File: src/design/lpct_pkg.sv
`timescale 1ns / 1ps
// ----------------------------------------------------------------------------
// lpct_pkg: shared definitions for the page cache translator
// Field widths, reset values, command and status codes, controller states
// and the command and status bundles between controller and datapath.
// ----------------------------------------------------------------------------
package lpct_pkg;

  localparam int unsigned DEFAULT_SLOT_COUNT = 8;
  localparam int unsigned PAGE_OFFSET_BITS   = 10;
  localparam int unsigned VIRT_ADDR_W        = 23;
  // The external memory spans exactly the virtual address space, so the page
  // number is simply the upper part of the address.
  localparam int unsigned PAGE_NUMBER_BITS   = VIRT_ADDR_W - PAGE_OFFSET_BITS;
  localparam int unsigned SLOT_W             = 3;
  localparam int unsigned ADDR_W             = 32;
  localparam int unsigned STATUS_W           = 3;

  localparam logic [ADDR_W-1:0] SRAM_BASE_RESET = 32'h2000_A000;

  typedef enum logic [0:0] {
    CMD_TRANSLATE  = 1'b0,
    CMD_MARK_DIRTY = 1'b1
  } command_e;

  typedef enum logic [STATUS_W-1:0] {
    STS_HIT           = 3'd0,
    STS_LOAD_FREE     = 3'd1,
    STS_REPLACE_CLEAN = 3'd2,
    STS_WRITE_BACK    = 3'd3,
    STS_MARKED_DIRTY  = 3'd4,
    STS_NOT_CACHED    = 3'd5
  } status_e;

  typedef enum logic [1:0] {
    ST_IDLE   = 2'd0,
    ST_MATCH  = 2'd1,
    ST_COMMIT = 2'd2
  } state_e;

  typedef struct packed {
    logic capture;
    logic match_en;
    logic commit;
  } lpct_cmd_t;

  typedef struct packed {
    logic out_room;
  } lpct_stat_t;

endpackage

File: src/design/lru_page_cache_translator.sv
`timescale 1ns / 1ps
// ----------------------------------------------------------------------------
// lru_page_cache_translator: fully associative page cache translator
// Translates virtual addresses to SRAM slot addresses with LRU replacement
// and dirty tracking, and marks cached pages dirty.
// ----------------------------------------------------------------------------
// After a transaction is accepted, the match state compares the page against
// all slot tags and encodes the lowest matching and lowest free slot, and
// the commit state updates the LRU stack and slot state and loads the result
// register. A new transaction is accepted in the commit state, so it overlaps
// the end of the one before; a stalled result register holds the commit
// state. All state resets at once; there is no clearing pass. Write the SRAM
// base register only while idle.
module lru_page_cache_translator import lpct_pkg::*; #(
  parameter int unsigned SLOT_COUNT = DEFAULT_SLOT_COUNT
) (
  input  logic                        clk_i,
  input  logic                        rst_ni,
  input  logic                        cfg_we_i,
  input  logic [ADDR_W-1:0]           cfg_wdata_i,
  input  logic                        in_valid_i,
  output logic                        in_stall_o,
  input  logic                        command_i,
  input  logic [VIRT_ADDR_W-1:0]      virt_addr_i,
  output logic                        out_valid_o,
  input  logic                        out_stall_i,
  output logic [STATUS_W-1:0]         status_o,
  output logic [SLOT_W-1:0]           slot_o,
  output logic [ADDR_W-1:0]           sram_addr_o,
  output logic [PAGE_NUMBER_BITS-1:0] victim_page_o
);

  lpct_cmd_t  dp_cmd;
  lpct_stat_t dp_stat;

  lpct_ctrl u_ctrl (
    .clk_i      (clk_i),
    .rst_ni     (rst_ni),
    .in_valid_i (in_valid_i),
    .in_stall_o (in_stall_o),
    .stat_i     (dp_stat),
    .cmd_o      (dp_cmd)
  );

  lpct_datapath #(
    .SLOT_COUNT (SLOT_COUNT)
  ) u_datapath (
    .clk_i         (clk_i),
    .rst_ni        (rst_ni),
    .cmd_i         (dp_cmd),
    .stat_o        (dp_stat),
    .cfg_we_i      (cfg_we_i),
    .cfg_wdata_i   (cfg_wdata_i),
    .command_i     (command_i),
    .virt_addr_i   (virt_addr_i),
    .out_stall_i   (out_stall_i),
    .out_valid_o   (out_valid_o),
    .status_o      (status_o),
    .slot_o        (slot_o),
    .sram_addr_o   (sram_addr_o),
    .victim_page_o (victim_page_o)
  );

`ifndef NO_ASSERTIONS
  // A commit must never overwrite a result that is still waiting.
  a_commit_room: assert property (@(posedge clk_i) disable iff (!rst_ni)
    dp_cmd.commit |-> (!out_valid_o || !out_stall_i))
    else $error("commit while result register is blocked");

  // Every captured transaction goes through the tag match next cycle.
  a_capture_then_match: assert property (@(posedge clk_i) disable iff (!rst_ni)
    dp_cmd.capture |=> dp_cmd.match_en)
    else $error("captured transaction skipped the tag match");

  // Tag match and commit never overlap.
  a_match_not_commit: assert property (@(posedge clk_i) disable iff (!rst_ni)
    !(dp_cmd.match_en && dp_cmd.commit))
    else $error("tag match and commit in the same cycle");

  // A page that is not cached reports zero slot, address and victim.
  a_not_cached_zero: assert property (@(posedge clk_i) disable iff (!rst_ni)
    (out_valid_o && (status_o == STS_NOT_CACHED)) |->
      ((slot_o == '0) && (sram_addr_o == '0) && (victim_page_o == '0)))
    else $error("not-cached result carries nonzero fields");
`endif

endmodule

File: src/design/lpct_ctrl.sv
`timescale 1ns / 1ps
// ----------------------------------------------------------------------------
// lpct_ctrl: sequencing controller
// Steps each transaction through tag match and commit, and accepts the next
// input transaction in the commit cycle when the result register has room.
// ----------------------------------------------------------------------------
module lpct_ctrl import lpct_pkg::*; (
  input  logic       clk_i,
  input  logic       rst_ni,
  input  logic       in_valid_i,
  output logic       in_stall_o,
  input  lpct_stat_t stat_i,
  output lpct_cmd_t  cmd_o
);

  state_e state_q, state_d;

  always_ff @(posedge clk_i or negedge rst_ni) begin
    if (!rst_ni) begin
      state_q <= ST_IDLE;
    end else begin
      state_q <= state_d;
    end
  end

  always_comb begin
    state_d    = state_q;
    cmd_o      = '0;
    in_stall_o = 1'b1;
    case (state_q)
      ST_IDLE: begin
        in_stall_o = 1'b0;
        if (in_valid_i) begin
          cmd_o.capture = 1'b1;
          state_d       = ST_MATCH;
        end
      end
      ST_MATCH: begin
        cmd_o.match_en = 1'b1;
        state_d        = ST_COMMIT;
      end
      ST_COMMIT: begin
        // The state update and the next capture share one edge, so the next
        // tag match already sees the updated slots.
        if (stat_i.out_room) begin
          cmd_o.commit = 1'b1;
          in_stall_o   = 1'b0;
          if (in_valid_i) begin
            cmd_o.capture = 1'b1;
            state_d       = ST_MATCH;
          end else begin
            state_d = ST_IDLE;
          end
        end
      end
      default: begin
        state_d = ST_IDLE;
      end
    endcase
  end

endmodule

File: src/design/lpct_datapath.sv
`timescale 1ns / 1ps
// ----------------------------------------------------------------------------
// lpct_datapath: slot tags, LRU stack and result register
// Holds the slot pages, in-use and dirty bits, the LRU stack with its fill
// count, the match results and the output register of the translator.
// ----------------------------------------------------------------------------
module lpct_datapath import lpct_pkg::*; #(
  parameter int unsigned SLOT_COUNT = DEFAULT_SLOT_COUNT
) (
  input  logic                        clk_i,
  input  logic                        rst_ni,
  input  lpct_cmd_t                   cmd_i,
  output lpct_stat_t                  stat_o,
  input  logic                        cfg_we_i,
  input  logic [ADDR_W-1:0]           cfg_wdata_i,
  input  logic                        command_i,
  input  logic [VIRT_ADDR_W-1:0]      virt_addr_i,
  input  logic                        out_stall_i,
  output logic                        out_valid_o,
  output logic [STATUS_W-1:0]         status_o,
  output logic [SLOT_W-1:0]           slot_o,
  output logic [ADDR_W-1:0]           sram_addr_o,
  output logic [PAGE_NUMBER_BITS-1:0] victim_page_o
);

  localparam int unsigned SW = (SLOT_COUNT > 1) ? $clog2(SLOT_COUNT) : 1;
  localparam int unsigned FW = $clog2(SLOT_COUNT + 1);
  localparam logic [SLOT_COUNT-1:0] ONE_VEC = SLOT_COUNT'(1);

  logic [ADDR_W-1:0]           sram_base_q;
  logic                        command_q;
  logic [VIRT_ADDR_W-1:0]      va_q;
  logic [PAGE_NUMBER_BITS-1:0] slot_page_q [SLOT_COUNT];
  logic [SLOT_COUNT-1:0]       in_use_q;
  logic [SLOT_COUNT-1:0]       dirty_q;
  logic [SW-1:0]               lru_q [SLOT_COUNT];
  logic [SW-1:0]               lru_d [SLOT_COUNT];
  logic [FW-1:0]               fill_q, fill_d;

  logic                        hit_any_q, free_any_q;
  logic [SW-1:0]               hit_idx_q, free_idx_q;

  logic                        out_valid_q;
  status_e                     status_q;
  logic [SLOT_W-1:0]           slot_q;
  logic [ADDR_W-1:0]           sram_addr_q;
  logic [PAGE_NUMBER_BITS-1:0] victim_q;

  logic [PAGE_NUMBER_BITS-1:0] page_w;
  logic [PAGE_OFFSET_BITS-1:0] off_w;

  logic [SLOT_COUNT-1:0]       hit_vec, free_vec, hit_low, free_low;
  logic [SW-1:0]               hit_enc, free_enc;

  logic [SW-1:0]               victim_slot;
  logic [SW-1:0]               sel_slot;
  status_e                     sts;
  logic [PAGE_NUMBER_BITS-1:0] victim_page;
  logic [ADDR_W-1:0]           addr;
  logic                        mark, touch, load, set_dirty;

  logic [SLOT_COUNT-1:0]       found_vec, at_vec, low_mask;
  logic [SW-1:0]               lru_up [SLOT_COUNT];
  logic                        found, fill_full;

  assign page_w = va_q[VIRT_ADDR_W-1:PAGE_OFFSET_BITS];
  assign off_w  = va_q[PAGE_OFFSET_BITS-1:0];

  // Configuration register and captured transaction.
  always_ff @(posedge clk_i or negedge rst_ni) begin
    if (!rst_ni) begin
      sram_base_q <= SRAM_BASE_RESET;
    end else if (cfg_we_i) begin
      sram_base_q <= cfg_wdata_i;
    end
  end

  always_ff @(posedge clk_i) begin
    if (cmd_i.capture) begin
      command_q <= command_i;
      va_q      <= virt_addr_i;
    end
  end

  // Tag match: parallel compare, then the lowest set bit is isolated and
  // encoded, which picks the lowest matching slot and the lowest free slot.
  always_comb begin
    for (int i = 0; i < SLOT_COUNT; i++) begin
      hit_vec[i]  = in_use_q[i] && (slot_page_q[i] == page_w);
      free_vec[i] = !in_use_q[i];
    end
    hit_low  = hit_vec & (~hit_vec + ONE_VEC);
    free_low = free_vec & (~free_vec + ONE_VEC);
    hit_enc  = '0;
    free_enc = '0;
    for (int i = 0; i < SLOT_COUNT; i++) begin
      if (hit_low[i]) begin
        hit_enc = hit_enc | SW'(i);
      end
      if (free_low[i]) begin
        free_enc = free_enc | SW'(i);
      end
    end
  end

  always_ff @(posedge clk_i) begin
    if (cmd_i.match_en) begin
      hit_any_q  <= |hit_vec;
      hit_idx_q  <= hit_enc;
      free_any_q <= |free_vec;
      free_idx_q <= free_enc;
    end
  end

  // Commit decision.
  always_comb begin
    victim_slot = lru_q[0];
    if ({1'b0, lru_q[0]} > (SW + 1)'(SLOT_COUNT - 1)) begin
      victim_slot = '0;
    end
    mark        = (command_q == CMD_MARK_DIRTY);
    sel_slot    = '0;
    sts         = STS_HIT;
    victim_page = '0;
    touch       = 1'b0;
    load        = 1'b0;
    set_dirty   = 1'b0;
    if (mark) begin
      if (hit_any_q) begin
        sel_slot  = hit_idx_q;
        sts       = STS_MARKED_DIRTY;
        set_dirty = 1'b1;
      end else begin
        sts = STS_NOT_CACHED;
      end
    end else if (hit_any_q) begin
      sel_slot = hit_idx_q;
      sts      = STS_HIT;
      touch    = 1'b1;
    end else if (free_any_q) begin
      sel_slot = free_idx_q;
      sts      = STS_LOAD_FREE;
      touch    = 1'b1;
      load     = 1'b1;
    end else begin
      sel_slot = victim_slot;
      touch    = 1'b1;
      load     = 1'b1;
      if (dirty_q[victim_slot]) begin
        sts         = STS_WRITE_BACK;
        victim_page = slot_page_q[victim_slot];
      end else begin
        sts = STS_REPLACE_CLEAN;
      end
    end
    if (mark && !hit_any_q) begin
      addr = '0;
    end else begin
      addr = sram_base_q + (ADDR_W'(sel_slot) << PAGE_OFFSET_BITS) + ADDR_W'(off_w);
    end
  end

  // LRU stack update: index 0 is the least recently used entry. A slot
  // already in the stack is pulled out and placed on top; a full stack
  // drops its bottom entry.
  always_comb begin
    for (int i = 0; i < SLOT_COUNT; i++) begin
      found_vec[i] = (FW'(i) < fill_q) && (lru_q[i] == sel_slot);
    end
    for (int i = 0; i < SLOT_COUNT; i++) begin
      low_mask = '0;
      for (int j = 0; j < SLOT_COUNT; j++) begin
        if (j <= i) begin
          low_mask[j] = 1'b1;
        end
      end
      at_vec[i] = |(found_vec & low_mask);
    end
    found     = |found_vec;
    fill_full = (fill_q == FW'(SLOT_COUNT));
    for (int i = 0; i < SLOT_COUNT - 1; i++) begin
      lru_up[i] = lru_q[i + 1];
    end
    lru_up[SLOT_COUNT-1] = sel_slot;
    lru_d  = lru_q;
    fill_d = fill_q;
    if (found) begin
      for (int i = 0; i < SLOT_COUNT; i++) begin
        if (at_vec[i]) begin
          lru_d[i] = (FW'(i + 1) == fill_q) ? sel_slot : lru_up[i];
        end
      end
    end else if (fill_full) begin
      lru_d = lru_up;
    end else begin
      for (int i = 0; i < SLOT_COUNT; i++) begin
        if (FW'(i) == fill_q) begin
          lru_d[i] = sel_slot;
        end
      end
      fill_d = fill_q + 1'b1;
    end
  end

  always_ff @(posedge clk_i or negedge rst_ni) begin
    if (!rst_ni) begin
      in_use_q <= '0;
      dirty_q  <= '0;
      fill_q   <= '0;
      for (int i = 0; i < SLOT_COUNT; i++) begin
        lru_q[i] <= '0;
      end
    end else if (cmd_i.commit) begin
      if (touch) begin
        lru_q  <= lru_d;
        fill_q <= fill_d;
      end
      if (load) begin
        in_use_q[sel_slot] <= 1'b1;
        dirty_q[sel_slot]  <= 1'b0;
      end
      if (set_dirty) begin
        dirty_q[sel_slot] <= 1'b1;
      end
    end
  end

  // Slot pages are only read where the slot is in use, so they need no reset.
  always_ff @(posedge clk_i) begin
    if (cmd_i.commit && load) begin
      slot_page_q[sel_slot] <= page_w;
    end
  end

  // Result register.
  always_ff @(posedge clk_i or negedge rst_ni) begin
    if (!rst_ni) begin
      out_valid_q <= 1'b0;
    end else if (cmd_i.commit) begin
      out_valid_q <= 1'b1;
    end else if (!out_stall_i) begin
      out_valid_q <= 1'b0;
    end
  end

  always_ff @(posedge clk_i) begin
    if (cmd_i.commit) begin
      status_q    <= sts;
      slot_q      <= SLOT_W'(sel_slot);
      sram_addr_q <= addr;
      victim_q    <= victim_page;
    end
  end

  assign stat_o.out_room = !out_valid_q || !out_stall_i;
  assign out_valid_o     = out_valid_q;
  assign status_o        = status_q;
  assign slot_o          = slot_q;
  assign sram_addr_o     = sram_addr_q;
  assign victim_page_o   = victim_q;

endmodule
File: config.mk
export PLATFORM = sky130hd
export DESIGN_NAME = lru_page_cache_translator
export DESIGN_NICKNAME = d
export VERILOG_FILES = /design/src/design/lpct_pkg.sv /design/src/design/lru_page_cache_translator.sv /design/src/design/lpct_ctrl.sv /design/src/design/lpct_datapath.sv
export SDC_FILE = /design/constraint.sdc
export NUM_CORES = 1
export LEC_CHECK = 0
export BUFFER_PORTS_ARGS = -buffer_cell sky130_fd_sc_hd__buf_4
export CAP_MARGIN = 20
export CELL_PAD_IN_SITES_DETAIL_PLACEMENT = 1
export CELL_PAD_IN_SITES_GLOBAL_PLACEMENT = 1
export CORE_UTILIZATION = 49
export DETAILED_ROUTE_END_ITERATION = 7
export HOLD_SLACK_MARGIN = 0.08
export PLACE_DENSITY = 0.78
export SKIP_LAST_GASP = 1
export SLEW_MARGIN = 10
export SYNTH_ARGS = -nofsm -noshare
export SYNTH_HDL_FRONTEND = slang
export SYNTH_SLANG_ARGS = --single-unit
File: constraint.sdc
create_clock -name clk_i -period 5.8 [get_ports clk_i]
set_clock_uncertainty 0.15 [all_clocks]
set_input_delay 0.58 -clock clk_i [delete_from_list [all_inputs] [get_ports clk_i]]
set_output_delay 0.58 -clock clk_i [all_outputs]
set_load 0.01 [all_outputs]
==> metrics.cfg, run 1 <==
[synth]
synth_cell_types = 79
synthArstFlopShare = 0.297
synth_flop_cell = edfxtp_1
yosys-top-cells-count = edfxtp_1 (187), xnor2_1 (96), nor2_1 (89)
mappedNetlistArea_um2 = 14000
yosys-top-cells-area = edfxtp_1 (40%), dfrtp_1 (14%), xnor2_1 (6.0%), mux4_2 (4.5%), mux2_2 (3.7%)
synth_most_common_cell = edfxtp_1
seq_area_frac_synth = 0.542
yosys_warnings = 0
synth_area_leader_cell = edfxtp_1
synth_edf_count = 187
synth_fp_nets = 1220
syn_avg_cell_area_um2 = 12.3
yosysTopAreaCellShare = 0.401
synth_cells = 1138
ys_ff_latch = 266

[drt]
routed_via_density = 6.03
antenna_left = 0
drt_first_iter_violations = 598
met1_length_um = 16900
drc_errors = 0
via_count = 10051
drt-total-wl_um = 39600
dr_wl_met2_um = 19700
drt_pass1_iterations = 5
wl_met3_um = 2300
top_layer = met4
avgRoutedWirePerCell_um = 23.8

[power]
p_leak_nw = 6.09
vdd_drop_max_v = 0.000220
finalPower_w = 0.00616
power_density_nw_per_um2 = 371

[critical_path]
worst-setup-path-type = reg2reg
critPathMaxFanout = 23
r2r_cells = 9
worstReg2RegStart = u_datapath.victim_slot[2]$_DFFE_PN0P_
end_kind = flip-flop
cp.arrival_ns = 4.90
crit_path_start = u_datapath.victim_slot[2]$_DFFE_PN0P_
crit_required_ns = 6.07
crit_path_start_kind = flip-flop
reg2reg_slack_ns = 1.17
r2r-end = u_datapath.lru_q[4]$_DFFE_PN0P_
endpoint = u_datapath.lru_q[4]$_DFFE_PN0P_

[cts]
cts_buffers = 30
cts_tree = yes
cts_buffer_depth = 3
htree_levels = 1
cts-resized-gates = 0
cts_hold_buffers = 40
clkTransAtPathRegs_ns = 0.06
cts_setup_buffers = 0
cts_root_buf = clkbuf_16
cts_sinks = 266
clk_latency_ns = 0.58

[timing]
fmax_mhz = 216
rsz0062_at_grt = no
hold_ws_ns = 0.0952
setup_tns_ns = 0
post-route-period-util = 0.798
setup_viol_count_final = 0
period_minus_slack_ns = 4.63
tightest_slew_ns = 1.07
relSlewSlack = 0.288
hold_viol = 0
slew_violations = 0

[placement]
io_buffer_count = 113
gp_congestion = 0.867
dpl_cell_area_um2 = 15100
hpwl_um = 25900

[floorplanning]
dieHeight_um = 171
die_w_um = 171
dieArea_um2 = 29300
ioPinCount = 114
row_count = 61
initial_utilization = 0.502
core_um2 = 27900

[grt]
track_usage = 0.281
grt_overflow = 0
grt_pass1_wl_um = 62500
grt_antenna_before_repair = 0
grt_max_degree = 48
first_global_vias = 10681

[hold_path]
worstHoldPathType = in2reg
min_from = cfg_wdata_i[12]

[final_layout]
fin_area_um2 = 16600
nNetsFinal = 1347
syn2layout_area_growth_pct = 18.4
drive_above_1_share = 0.233
final_util = 0.594
antenna_cells = 0
fillers = 2846

[run_status]
status = complete, no violations

[run]
maxCapViolations = 0

routing by layer:
metal / GRT usage / vias up
li1: - / 4496
met1: 0.376 / 5180
met2: 0.474 / 316
met3: 0.0488 / 59
met4: 0.0718 / 0
met5: 0 / -
where the power goes:
group	internal [W]	switching, W	total [W]
Combinational	0.000729	0.000917	0.00165
Clock	0.00120	0.000807	0.00201
Sequential	0.00225	0.000264	0.00251
critical path, cell delays in order, from the launching register on:
cell	delay [ns]
dfrtp_1	1.05
mux2i_1	0.36
o21a_4	0.42
inv_2	0.27
xnor2_1	0.15
a32oi_4	0.38
nand3_4	0.27
or3_1	0.71
a2111oi_0	0.55
o41ai_1	0.16
placed cells by master, fill, tap and decap left out, types with 11 or more instances in the layout:
master         count
buf_4            129
nand3_1           33
clkbuf_16         30
dfrtp_1           75
clkinv_2          11
and3_1            15
nand4_1           22
nor3_1            24
xor2_1            48
a21oi_1           48
xnor2_1           96
nor2b_1           19
nand2_1           66
o21ai_0           23
mux4_2            28
o41ai_1           13
inv_1             14
edfxtp_1         187
mux2i_1           21
mux2_2            46
nor4_1            12
nor3b_1           11
ha_1              19
dlygate4sd3_1     40
nor2_1            88
worst min path at each step:
stage,endpoint,cells past startpoint,slack (ns)
after global placement,u_datapath.sram_base_q[9]$_DFFE_PN0P_,1,0.34
after floorplan,asynchronous set/reset pin,0,0.13
after CTS,u_datapath.sram_base_q[22]$_DFFE_PN0P_,2,0.08
after global routing,u_datapath.sram_base_q[12]$_DFFE_PN0P_,2,0.08
final,u_datapath.sram_base_q[12]$_DFFE_PN0P_,2,0.1
after detailed placement,u_datapath.sram_base_q[9]$_DFFE_PN0P_,1,0.35
flip-flops by register name, indices dropped and copies added, names as in the netlist, 4 cells and up, named ones only:
name and cells:
u_datapath.va_q 23, u_datapath.lru_q 21, u_datapath.fill_q 4, u_datapath.sram_base_q 32, u_datapath.in_use_q 8, u_datapath.sram_addr_o 32, u_datapath.slot_page_q 104, u_datapath.victim_page_o 13
final cells by class:
type / count / area [um2] / share of cell area
clock buffer: 35 / 790 / 0.0476
clock inverter: 21 / 258 / 0.0155
timing repair buffer: 170 / 1370 / 0.0828
tap: 378 / 473 / 0.0285
multi-input combinational: 780 / 6040 / 0.364
sequential: 266 / 7600 / 0.458
inverter: 17 / 66.3 / 0.00400
cell families after synthesis:
family,synth area share
AOI/OAI and AO/OA,0.0963
xor gates and xnor gates,0.0923
adders and majority gates,0.0193
buffers and inverters,0.0286
DFF,0.542
muxes,0.101
and+or+nand+nor,0.121
metrics by stage:
stage | instances | setup WS (ns)
after floorplan | 1138 | 0.483
after global placement | 1570 | 1.47
after detailed placement | 1570 | 1.26
after CTS | 1666 | 1.22
after global routing | 1667 | 0.863
final | 1667 | 1.17
Power figures use the tool's default switching activity.
==> inputs of run 2 (changes only) <==
==> constraint.sdc (replaced) <==
create_clock -name clk_i -period 4.67 [get_ports clk_i]
set_clock_uncertainty 0.15 [all_clocks]
set_input_delay 0.467 -clock clk_i [delete_from_list [all_inputs] [get_ports clk_i]]
set_output_delay 0.467 -clock clk_i [all_outputs]
set_load 0.01 [all_outputs]
==> metrics.cfg, run 2 (synthesis gave the netlist of run 1 again) <==
[run_status]
status = complete, no violations  ; unchanged

[timing]
tightest_slew_ns = 0.981  ; was 1.07 ns
post-route-period-util = 0.886  ; was 0.798
period_minus_slack_ns = 4.14  ; was 4.63 ns
setup_viol_count_final = 0  ; unchanged
slew_violations = 0  ; unchanged
relSlewSlack = 0.346  ; was 0.288
hold_ws_ns = 0.336  ; was 0.0952 ns
hold_viol = 0  ; unchanged
fmax_mhz = 242  ; was 216 MHz
setup_tns_ns = 0  ; unchanged
rsz0062_at_grt = no  ; unchanged

[critical_path]
critPathMaxFanout = 23  ; unchanged
path_cells = mux2i_1 -> o21a_4 -> mux2_4 -> a32oi_4 -> nand3_4 -> or3_1 -> a2111oi_0 -> o41ai_1  ; was mux2i_1 -> o21a_4 -> inv_2 -> xnor2_1 -> a32oi_4 -> nand3_4 -> or3_1 -> a2111oi_0 -> o41ai_1
cpPeakStageDelay_ns = 0.71  ; was 1.05 ns
slowest_stage = or3_1  ; was dfrtp_1
cp.arrival_ns = 4.40  ; was 4.90 ns
worst-setup-path-type = reg2reg  ; unchanged
end_kind = flip-flop  ; unchanged
crit_required_ns = 4.93  ; was 6.07 ns
crit_path_start_kind = flip-flop  ; unchanged

[cts]
cts_root_buf = clkbuf_16  ; unchanged
htree_levels = 1  ; unchanged
cts_tree = yes  ; unchanged
cts_buffers = 29  ; was 30
cts_setup_buffers = 0  ; unchanged
clkTransAtPathRegs_ns = 0.07  ; was 0.06 ns
clk_latency_ns = 0.57  ; was 0.58 ns
cts_sinks = 266  ; unchanged
cts_buffer_depth = 3  ; unchanged

[placement]
gp_congestion = 0.859  ; was 0.867
hpwl_um = 26200  ; was 25900 um
io_buffer_count = 113  ; unchanged

[grt]
first_global_vias = 10866  ; was 10681
grt_util_met3 = 0.0532  ; was 0.0488
grt_overflow = 0  ; unchanged
gr-max-usage-layer = met2  ; unchanged
grt_max_degree = 58  ; was 48
grt_pass1_wl_um = 64000  ; was 62500 um
track_usage = 0.288  ; was 0.281
grt_antenna_before_repair = 0  ; unchanged
met1_usage = 0.379  ; was 0.376
grt.met2_usage = 0.493  ; was 0.474

[floorplanning]
ioPinCount = 114  ; unchanged
initial_utilization = 0.502  ; unchanged
row_count = 61  ; unchanged
dieHeight_um = 171  ; unchanged
die_w_um = 171  ; unchanged
core_um2 = 27900  ; unchanged
dieArea_um2 = 29300  ; unchanged

[final_layout]
drive_above_1_share = 0.232  ; was 0.233
largest_reg_flops = 104  ; unchanged
final_common_cell = edfxtp_1  ; unchanged
most-common-layout-cells = edfxtp_1 (187), buf_4 (139), xnor2_1 (96)  ; was edfxtp_1 (187), buf_4 (129), xnor2_1 (96)
nNetsFinal = 1375  ; was 1347
syn2layout_area_growth_pct = 19.9  ; was 18.4%
fillers = 2823  ; was 2846
antenna_cells = 0  ; unchanged
top_register = u_datapath.slot_page_q  ; unchanged

[drt]
drt-total-wl_um = 40900  ; was 39600 um
drt_first_iter_violations = 632  ; was 598
via_count = 10161  ; was 10051
antenna_left = 0  ; unchanged
drc_errors = 0  ; unchanged
drt_pass1_iterations = 5  ; unchanged
avgRoutedWirePerCell_um = 24.2  ; was 23.8 um
routed_via_density = 6.00  ; was 6.03

[hold_path]
worstHoldPathType = in2reg  ; unchanged

[run]
maxCapViolations = 0  ; unchanged

[power]
vdd_drop_max_v = 0.000294  ; was 0.000220 V
p_leak_nw = 6.19  ; was 6.09 nW
power_density_nw_per_um2 = 452  ; was 371 nW/um2

==> run 2: final timing paths <==
check | start | endpoint | slack (ns) | cells after the start
worst max-delay path | u_datapath.free_any_q$_DFFE_PN_ | u_datapath.lru_q[4]$_DFFE_PN0P_ | 0.53 | 8
worst min-delay path | cfg_we_i | u_datapath.sram_base_q[19]$_DFFE_PN0P_ | 0.34 | 3
worst max register to register | u_datapath.free_any_q$_DFFE_PN_ | u_datapath.lru_q[4]$_DFFE_PN0P_ | 0.53 | 8
worst min register to register | u_datapath.sram_base_q[9]$_DFFE_PN0P_ | u_datapath.sram_base_q[9]$_DFFE_PN0P_ | 0.37 | 1
max in group asynchronous | rst_ni | asynchronous set/reset pin | 3.06 | 3
min in group asynchronous | rst_ni | u_datapath.fill_q[0]$_DFFE_PN0P_ | 0.40 | 2
==> run 2: where the power goes <==
group,internal (W),leakage (nW),switching [W]
Sequential,0.00279,2.68,0.000292
Clock,0.00141,0.483,0.000983
Combinational,0.000935,3.03,0.00119
Total,0.00514,6.19,0.00247
==> run 2: worst max-delay path, delay by kind of cell, from the launching register on <==
kind,cells,cell delay [ns]
mux,2,0.81
compound gates,4,1.43
flops,1,0.59
simple gates,2,0.98
==> run 2: routing by layer <==
metal	share of wire	wire length, um	vias up
li1	-	-	4544
met1	0.42	17000	5241
met2	0.50	20500	323
met3	0.064	2620	53
met4	0.018	744	0
met5	0	0	-
==> run 2: area by class of cell <==
cell class | count | area [um2] | area share
Inverter | 17 | 66.3 | 0.00395
Timing Repair Buffer | 199 | 1640 | 0.0975
Sequential cell | 266 | 7600 | 0.452
Multi-Input combinational cell | 780 | 6040 | 0.359
Clock buffer | 35 | 778 | 0.0463
Tap cell | 378 | 473 | 0.0281
Clock inverter | 19 | 216 | 0.0129
==> run 2: through the flow <==
stage | setup slack (ns) | std cells | utilization | total power [W] | instance area (um2)
floorplan | 0.810 | 1138 | - | 0.00454 | 14000
global placement | 0.845 | 1580 | 0.545 | 0.00509 | 15200
detailed placement | 0.602 | 1580 | 0.545 | 0.00515 | 15200
CTS | 0.515 | 1693 | 0.602 | 0.00759 | 16800
global route | 0.244 | 1694 | 0.602 | 0.00791 | 16800
finish | 0.530 | 1694 | 0.602 | 0.00760 | 16800
==> run 2: repair_timing <==
item,CTS,global route
resized for setup,0,0
hold buffers,59,0
endpoints found under the setup margin,0,0
hold endpoints to repair,111,0
